--- src/rtl/core/rlp_item_encoder_macros.svh ---
`ifndef RLP_ITEM_ENCODER_MACROS_SVH
`define RLP_ITEM_ENCODER_MACROS_SVH

// Invariant that holds at every clock edge out of reset.
`define RLP_ASSERT_ALWAYS(lbl, expr, msg) \
    lbl: assert property (@(posedge aclk) disable iff (!aresetn) (expr)) else $error(msg);

// Condition at one edge implies a consequence at the next edge.
`define RLP_ASSERT_NEXT(lbl, ante, cons, msg) \
    lbl: assert property (@(posedge aclk) disable iff (!aresetn) (ante) |=> (cons)) \
        else $error(msg);

`endif

--- src/rtl/core/rlp_pkg.sv ---
`default_nettype none

package rlp_pkg;

    localparam int MAX_LEN_BYTES = 4;
    // the length field is 32 bits, so never more than four length bytes
    localparam int LEN_BYTES     = (MAX_LEN_BYTES < 4) ? MAX_LEN_BYTES : 4;
    localparam int DESC_BYTES    = LEN_BYTES + 2;
    localparam int NW            = $clog2(LEN_BYTES + 1);
    localparam int CW            = $clog2(DESC_BYTES + 1);

    localparam logic [31:0] LEN_LIMIT = (LEN_BYTES >= 4) ? 32'hffff_ffff :
                                        32'((64'd1 << (8 * LEN_BYTES)) - 64'd1);

    localparam int Q_DEPTH = 4;
    localparam int Q_AW    = $clog2(Q_DEPTH);
    localparam int Q_CW    = $clog2(Q_DEPTH + 1);

    localparam int S_TDATA_W = 40;

    localparam logic CMD_STRING = 1'b0;
    localparam logic CMD_LIST   = 1'b1;

    localparam logic [7:0]  HDR_STR_SHORT  = 8'h80;
    localparam logic [7:0]  HDR_STR_LONG   = 8'hb7;
    localparam logic [7:0]  HDR_LIST_SHORT = 8'hc0;
    localparam logic [7:0]  HDR_LIST_LONG  = 8'hf7;
    localparam logic [31:0] SHORT_MAX      = 32'd55;
    localparam logic [7:0]  SINGLE_LIMIT   = 8'h80;

    // bytes[0] goes out first
    typedef struct packed {
        logic [DESC_BYTES-1:0][7:0] bytes;
        logic [CW-1:0]              cnt;
    } desc_t;

    typedef struct packed {
        logic full;
        logic empty;
    } q_stat_t;

endpackage

`default_nettype wire

--- src/rtl/core/rlp_front.sv ---
`default_nettype none

module rlp_front (
    input  wire logic                          aclk,
    input  wire logic                          aresetn,
    input  wire logic                          s_tvalid,
    input  wire logic [rlp_pkg::S_TDATA_W-1:0] s_tdata,
    input  wire logic                          s_tuser,
    input  wire logic                          push_ready,
    output logic                               push_valid,
    output rlp_pkg::desc_t                     push_desc
);
    import rlp_pkg::*;

    logic [31:0]                rem_reg, rem_next;
    logic [31:0]                s_len, len_c, len_al;
    logic [7:0]                 s_db;
    logic [NW-1:0]              n;
    logic                       is_short;
    logic                       item_open;
    logic                       opens;
    logic [DESC_BYTES-1:0][7:0] long_bytes;
    logic                       accept;

    assign s_len      = s_tdata[31:0];
    assign s_db       = s_tdata[39:32];
    assign item_open  = rem_reg != 32'd0;
    assign push_valid = s_tvalid;
    assign accept     = s_tvalid && push_ready;

    // length bytes, big-endian, without leading zeros
    always_comb begin
        len_c = (s_len > LEN_LIMIT) ? LEN_LIMIT : s_len;
        n     = NW'(1);
        for (int i = 1; i < LEN_BYTES; i++) begin
            if (len_c[8*i +: 8] != 8'h00) begin
                n = NW'(i + 1);
            end
        end
        len_al     = len_c << (8 * (LEN_BYTES - int'(n)));
        long_bytes = '0;
        for (int k = 0; k < LEN_BYTES; k++) begin
            if (NW'(k) < n) begin
                long_bytes[1 + k] = len_al[8*(LEN_BYTES-1-k) +: 8];
            end
        end
        is_short = len_c <= SHORT_MAX;
    end

    always_comb begin
        push_desc       = '0;
        push_desc.cnt   = CW'(1);
        opens           = 1'b0;
        if (item_open) begin
            push_desc.bytes[0] = s_db;
        end else if (s_tuser == CMD_LIST) begin
            if (is_short) begin
                push_desc.bytes[0] = HDR_LIST_SHORT + len_c[7:0];
            end else begin
                push_desc.bytes    = long_bytes;
                push_desc.bytes[0] = HDR_LIST_LONG + 8'(n);
                push_desc.cnt      = CW'(n) + CW'(1);
            end
        end else begin
            if (len_c == 32'd0) begin
                push_desc.bytes[0] = HDR_STR_SHORT;
            end else if (len_c == 32'd1 && s_db == 8'h00) begin
                push_desc.bytes[0] = HDR_STR_SHORT;
            end else if (len_c == 32'd1 && s_db < SINGLE_LIMIT) begin
                push_desc.bytes[0] = s_db;
            end else begin
                opens = 1'b1;
                if (is_short) begin
                    push_desc.bytes[0] = HDR_STR_SHORT + len_c[7:0];
                    push_desc.bytes[1] = s_db;
                    push_desc.cnt      = CW'(2);
                end else begin
                    push_desc.bytes    = long_bytes;
                    push_desc.bytes[0] = HDR_STR_LONG + 8'(n);
                    for (int p = 2; p < DESC_BYTES; p++) begin
                        if (p == int'(n) + 1) begin
                            push_desc.bytes[p] = s_db;
                        end
                    end
                    push_desc.cnt = CW'(n) + CW'(2);
                end
            end
        end
    end

    always_comb begin
        rem_next = rem_reg;
        if (accept) begin
            if (item_open) begin
                rem_next = rem_reg - 32'd1;
            end else if (opens) begin
                rem_next = len_c - 32'd1;
            end
        end
    end

    always_ff @(posedge aclk) begin
        if (!aresetn) begin
            rem_reg <= '0;
        end else begin
            rem_reg <= rem_next;
        end
    end

endmodule

`default_nettype wire

--- src/rtl/core/rlp_queue.sv ---
`default_nettype none

module rlp_queue (
    input  wire logic           aclk,
    input  wire logic           aresetn,
    input  wire logic           push_valid,
    input  wire rlp_pkg::desc_t push_desc,
    output logic                push_ready,
    output logic                pop_valid,
    output rlp_pkg::desc_t      pop_desc,
    input  wire logic           pop,
    output rlp_pkg::q_stat_t    stat
);
    import rlp_pkg::*;

    desc_t             mem_reg [Q_DEPTH];
    logic [Q_AW-1:0]   wr_ptr_reg, wr_ptr_next;
    logic [Q_AW-1:0]   rd_ptr_reg, rd_ptr_next;
    logic [Q_CW-1:0]   count_reg, count_next;
    logic              do_push, do_pop;

    assign stat.full  = count_reg == Q_CW'(Q_DEPTH);
    assign stat.empty = count_reg == '0;
    assign push_ready = !stat.full;
    assign pop_valid  = !stat.empty;
    assign pop_desc   = mem_reg[rd_ptr_reg];
    assign do_push    = push_valid && push_ready;
    assign do_pop     = pop && pop_valid;

    always_comb begin
        wr_ptr_next = do_push ? wr_ptr_reg + Q_AW'(1) : wr_ptr_reg;
        rd_ptr_next = do_pop ? rd_ptr_reg + Q_AW'(1) : rd_ptr_reg;
        count_next  = count_reg;
        if (do_push && !do_pop) begin
            count_next = count_reg + Q_CW'(1);
        end else if (do_pop && !do_push) begin
            count_next = count_reg - Q_CW'(1);
        end
    end

    always_ff @(posedge aclk) begin
        if (do_push) begin
            mem_reg[wr_ptr_reg] <= push_desc;
        end
    end

    always_ff @(posedge aclk) begin
        if (!aresetn) begin
            wr_ptr_reg <= '0;
            rd_ptr_reg <= '0;
            count_reg  <= '0;
        end else begin
            wr_ptr_reg <= wr_ptr_next;
            rd_ptr_reg <= rd_ptr_next;
            count_reg  <= count_next;
        end
    end

endmodule

`default_nettype wire

--- src/rtl/core/rlp_back.sv ---
`default_nettype none

module rlp_back (
    input  wire logic           aclk,
    input  wire logic           aresetn,
    input  wire logic           q_valid,
    input  wire rlp_pkg::desc_t q_desc,
    output logic                q_pop,
    output logic                m_tvalid,
    input  wire logic           m_tready,
    output logic [7:0]          m_tdata,
    output logic                m_tlast
);
    import rlp_pkg::*;

    logic [DESC_BYTES-1:0][7:0] bytes_reg, bytes_next;
    logic [CW-1:0]              cnt_reg, cnt_next;
    logic                       valid_reg, valid_next;

    assign m_tvalid = valid_reg;
    assign m_tdata  = bytes_reg[0];
    assign m_tlast  = cnt_reg == CW'(1);
    // take the next descriptor when idle or when the final beat leaves
    assign q_pop    = q_valid && (!valid_reg || (m_tready && m_tlast));

    always_comb begin
        bytes_next = bytes_reg;
        cnt_next   = cnt_reg;
        valid_next = valid_reg;
        if (q_pop) begin
            bytes_next = q_desc.bytes;
            cnt_next   = q_desc.cnt;
            valid_next = 1'b1;
        end else if (valid_reg && m_tready) begin
            bytes_next = bytes_reg >> 8;
            cnt_next   = cnt_reg - CW'(1);
            valid_next = !m_tlast;
        end
    end

    always_ff @(posedge aclk) begin
        bytes_reg <= bytes_next;
        cnt_reg   <= cnt_next;
    end

    always_ff @(posedge aclk) begin
        if (!aresetn) begin
            valid_reg <= 1'b0;
        end else begin
            valid_reg <= valid_next;
        end
    end

endmodule

`default_nettype wire

--- src/rtl/core/rlp_item_encoder.sv ---
// RLP encoder for byte strings and list headers.
// Slave channel: one beat per input. A string item opens with its length in
// the beat that carries its first payload byte; the following beats carry the
// remaining payload bytes. tuser set on an opening beat asks for a list header.
// Master channel: one encoded byte per beat; tlast marks the final byte that
// a given input beat produced.
// Each input beat is registered in the descriptor queue, then in the serializer.
// Throughput: one output byte per cycle while m_tready is high. Payload beats
// and single-byte items run at one beat per cycle; an item opening with a header
// emits up to six bytes, one per cycle, set by the back-end byte serializer.
// A four-entry descriptor queue sits between classifier and serializer, so
// input keeps flowing while a header drains, until the queue fills.
// When m_tready is low the current byte holds, the queue fills and then
// s_tready drops. Reset empties the queue, drops m_tvalid and closes any
// open item; the block accepts input in the first cycle after reset.
`default_nettype none

module rlp_item_encoder (
    input  wire logic                          aclk,
    input  wire logic                          aresetn,
    input  wire logic                          s_tvalid,
    output logic                               s_tready,
    input  wire logic [rlp_pkg::S_TDATA_W-1:0] s_tdata,  // item_len[31:0], data_byte[39:32]
    input  wire logic                          s_tuser,  // cmd
    output logic                               m_tvalid,
    input  wire logic                          m_tready,
    output logic [7:0]                         m_tdata,  // out_byte[7:0]
    output logic                               m_tlast
);
    import rlp_pkg::*;

`include "rlp_item_encoder_macros.svh"

    logic    push_valid, push_ready;
    desc_t   push_desc;
    logic    q_valid, q_pop;
    desc_t   q_desc;
    q_stat_t q_stat;

    assign s_tready = push_ready;

    rlp_front u_front (
        .aclk       (aclk),
        .aresetn    (aresetn),
        .s_tvalid   (s_tvalid),
        .s_tdata    (s_tdata),
        .s_tuser    (s_tuser),
        .push_ready (push_ready),
        .push_valid (push_valid),
        .push_desc  (push_desc)
    );

    rlp_queue u_queue (
        .aclk       (aclk),
        .aresetn    (aresetn),
        .push_valid (push_valid),
        .push_desc  (push_desc),
        .push_ready (push_ready),
        .pop_valid  (q_valid),
        .pop_desc   (q_desc),
        .pop        (q_pop),
        .stat       (q_stat)
    );

    rlp_back u_back (
        .aclk     (aclk),
        .aresetn  (aresetn),
        .q_valid  (q_valid),
        .q_desc   (q_desc),
        .q_pop    (q_pop),
        .m_tvalid (m_tvalid),
        .m_tready (m_tready),
        .m_tdata  (m_tdata),
        .m_tlast  (m_tlast)
    );

    `RLP_ASSERT_ALWAYS(a_q_full_empty, !(q_stat.full && q_stat.empty), "queue full and empty")
    `RLP_ASSERT_NEXT(a_push_lands, s_tvalid && s_tready && q_stat.empty, !q_stat.empty, "beat lost")
    `RLP_ASSERT_NEXT(a_drain_idle, m_tvalid && m_tready && m_tlast && q_stat.empty, !m_tvalid, "phantom beat")

endmodule

`default_nettype wire
--- config.mk ---
export PLATFORM = sky130hd
export DESIGN_NAME = rlp_item_encoder
export DESIGN_NICKNAME = d
export VERILOG_FILES = /design/src/rtl/core/rlp_pkg.sv /design/src/rtl/core/rlp_front.sv /design/src/rtl/core/rlp_queue.sv /design/src/rtl/core/rlp_back.sv /design/src/rtl/core/rlp_item_encoder.sv
export VERILOG_INCLUDE_DIRS = /design/src /design/src/rtl/core
export SDC_FILE = /design/constraint.sdc
export NUM_CORES = 1
export LEC_CHECK = 0
export BUFFER_PORTS_ARGS = -buffer_cell sky130_fd_sc_hd__buf_2
export CAP_MARGIN = 10
export CORE_MARGIN = 2
export CORE_UTILIZATION = 40
export DETAILED_ROUTE_END_ITERATION = 16
export MAX_ROUTING_LAYER = met4
export PLACE_DENSITY = 0.68
export SYNTH_ARGS = -nofsm -noshare
export SYNTH_HDL_FRONTEND = slang
export SYNTH_HIERARCHICAL = 1
export SYNTH_SLANG_ARGS = --single-unit
--- constraint.sdc ---
create_clock -name aclk -period 4.4 [get_ports aclk]
set_clock_uncertainty 0.1 [all_clocks]
set_input_delay 0.66 -clock aclk [delete_from_list [all_inputs] [get_ports aclk]]
set_output_delay 0.66 -clock aclk [all_outputs]
set_load 0.05 [all_outputs]
==> results.toml <==
[place]
dp_hpwl_um = 25700
numPortBuffers = 55
gp_congestion = 1.02

[grt]
grtUsageTotal_pct = 20.7
grt_busiest_layer = "met2"
met2_usage_pct = 32.1
use_met1_pct = 28.1
met3_usage_pct = 3.68
overflow = 0
antenna_found_initial = 2
grt_pass1_vias = 9433
grt_pass1_wl_um = 58600
grt_max_degree = 52

[sta]
fmax_mhz = 272
setup_viol = 0
fin_tns_setup_ns = 0
period_needed_ns = 3.68
finalHoldViolCount = 0
relSlewSlack_pct = 36.9
min_period_over_period_pct = 83.6
rsz0062_at_grt = "false"
slew_viol_final = 0
worst_pin_slew_ns = 0.942

[clock_network]
postCtsSetupRepairBufs = 0
holdBufCountCts = 0
path_clk_slew_ns = 0.06
cts_inserted_buffers = 30
tritoncts = "done"
h-tree-depth = 1
clock_latency_ns = 0.57
clkSinkCount = 297
clockBufferDepth = 3
post_cts_resized = 0
root_buffer = "clkbuf_16"

[worst_setup_path]
worstPathRequired_ns = 4.66
critPathLaunchType = "primary input"
endpoint_kind = "register"
cp.arrival_ns = 3.94
worstSetupPathType = "primary input to register"
cp_max_fo = 16

[pwr]
p_leak_nw = 5.53
power.density_nw_per_um2 = 703
ir_drop_mv = 0.426
power_mw = 11.5

[logic_synthesis]
syn_nets = 1130
syn_area_per_cell_um2 = 13.7
synth_cells = 1066
syn_area_um2 = 14600
yosys_warnings = 6

[outcome]
outcome = "complete, no violations"

[floorplanning]
coreArea_um2 = 35700
fp.dieH_um = 195
initial_core_util_pct = 40.7
num_io_pins = 56
fp.dieW_um = 195
dieArea_um2 = 37900
rows = 69

[drt]
vias = 9611
vias_per_cell = 5.97
route.detailed.drc = 0
drtIter0Drc = 1050
ant_nets = 0
dr.pass1.iters = 7
wire_per_inst_um = 23.7
drt-total-wl_um = 38200

[finish]
fillerInstances = 3216
drive_gt1_share_pct = 25.1
nNetsFinal = 1189
final_core_util_pct = 45.8
largest_reg_flops = 204
syn_to_final_growth_pct = 12.5

[worst_hold_path]
hold_path_class = "register to register"

[run]
drv_cap = 0
-- critical path, stage by stage --
cell      delay, ns
buf_2          0.13
or4_1          0.55
or2_0          0.40
o21ai_1        0.36
clkinv_1       0.16
ha_1           0.25
nor3_1         0.34
a21o_1         0.53
a31oi_1        0.18
o32ai_2        0.38
-- cell type report --
class                      instances  area (um^2)  share of cell area [%]
sequential                       297         8510                    51.9
tap                              461          577                    3.52
timing repair buffer             102          641                    3.91
multi-input combinational        662         5560                    33.9
inverter                          32          121                   0.741
antenna                            1         2.50                  0.0153
clock inverter                    17          191                    1.17
clock buffer                      39          785                    4.79
-- per-stage QoR --
step | cell area (um^2) | cells | setup slack [ns] | hold slack, ns
floorplan | 14600 | 1066 | 0.0813 | 0.334
global placement | 15400 | 1554 | 0.290 | 0.345
detailed placement | 15400 | 1554 | 0.190 | 0.354
CTS | 16400 | 1610 | 0.776 | 0.364
global route | 16400 | 1611 | 0.442 | 0.392
finish | 16400 | 1611 | 0.721 | 0.369
-- metal layers --
layer | part of all wire [%] | routed length (um)
met4 | 3.0 | 1150
met3 | 6.9 | 2630
met5 | 0 | 0
met2 | 47 | 17800
met1 | 44 | 16600
-- placed cells by master (no fill, tap or decap), drive strengths merged, types with 15 or more instances in the layout --
cell	count
mux4	51
nor4	24
dfxtp	42
edfxtp	255
o21ai	36
or3	15
inv	29
o211ai	22
clkinv	16
nand2	47
buf	102
nor3	35
and2	26
xnor2	20
a21oi	56
nor2	59
ha	18
clkbuf	39
mux2	53
-- path summary, 6_finish.rpt --
path                                                        from                                to  slack (ns)  cells past startpoint
worst max-delay path                                 s_tdata[19]  u_queue/mem_reg[1][34]$_DFFE_PP_        0.72                     10
worst min register to register  u_front/rem_reg[31]$_SDFFE_PN0P_  u_front/rem_reg[31]$_SDFFE_PN0P_        0.37                      2
worst max register to register  u_front/rem_reg[26]$_SDFFE_PN0P_  u_queue/mem_reg[0][23]$_DFFE_PP_        0.76                      6
worst min-delay path            u_front/rem_reg[31]$_SDFFE_PN0P_  u_front/rem_reg[31]$_SDFFE_PN0P_        0.37                      2
-- power by group --
group | internal [mW] | total [mW] | switching [mW]
clock network | 1.44 | 2.51 | 1.07
registers | 4.24 | 4.65 | 0.418
logic | 1.74 | 4.36 | 2.61
Power figures use the tool's default switching activity.
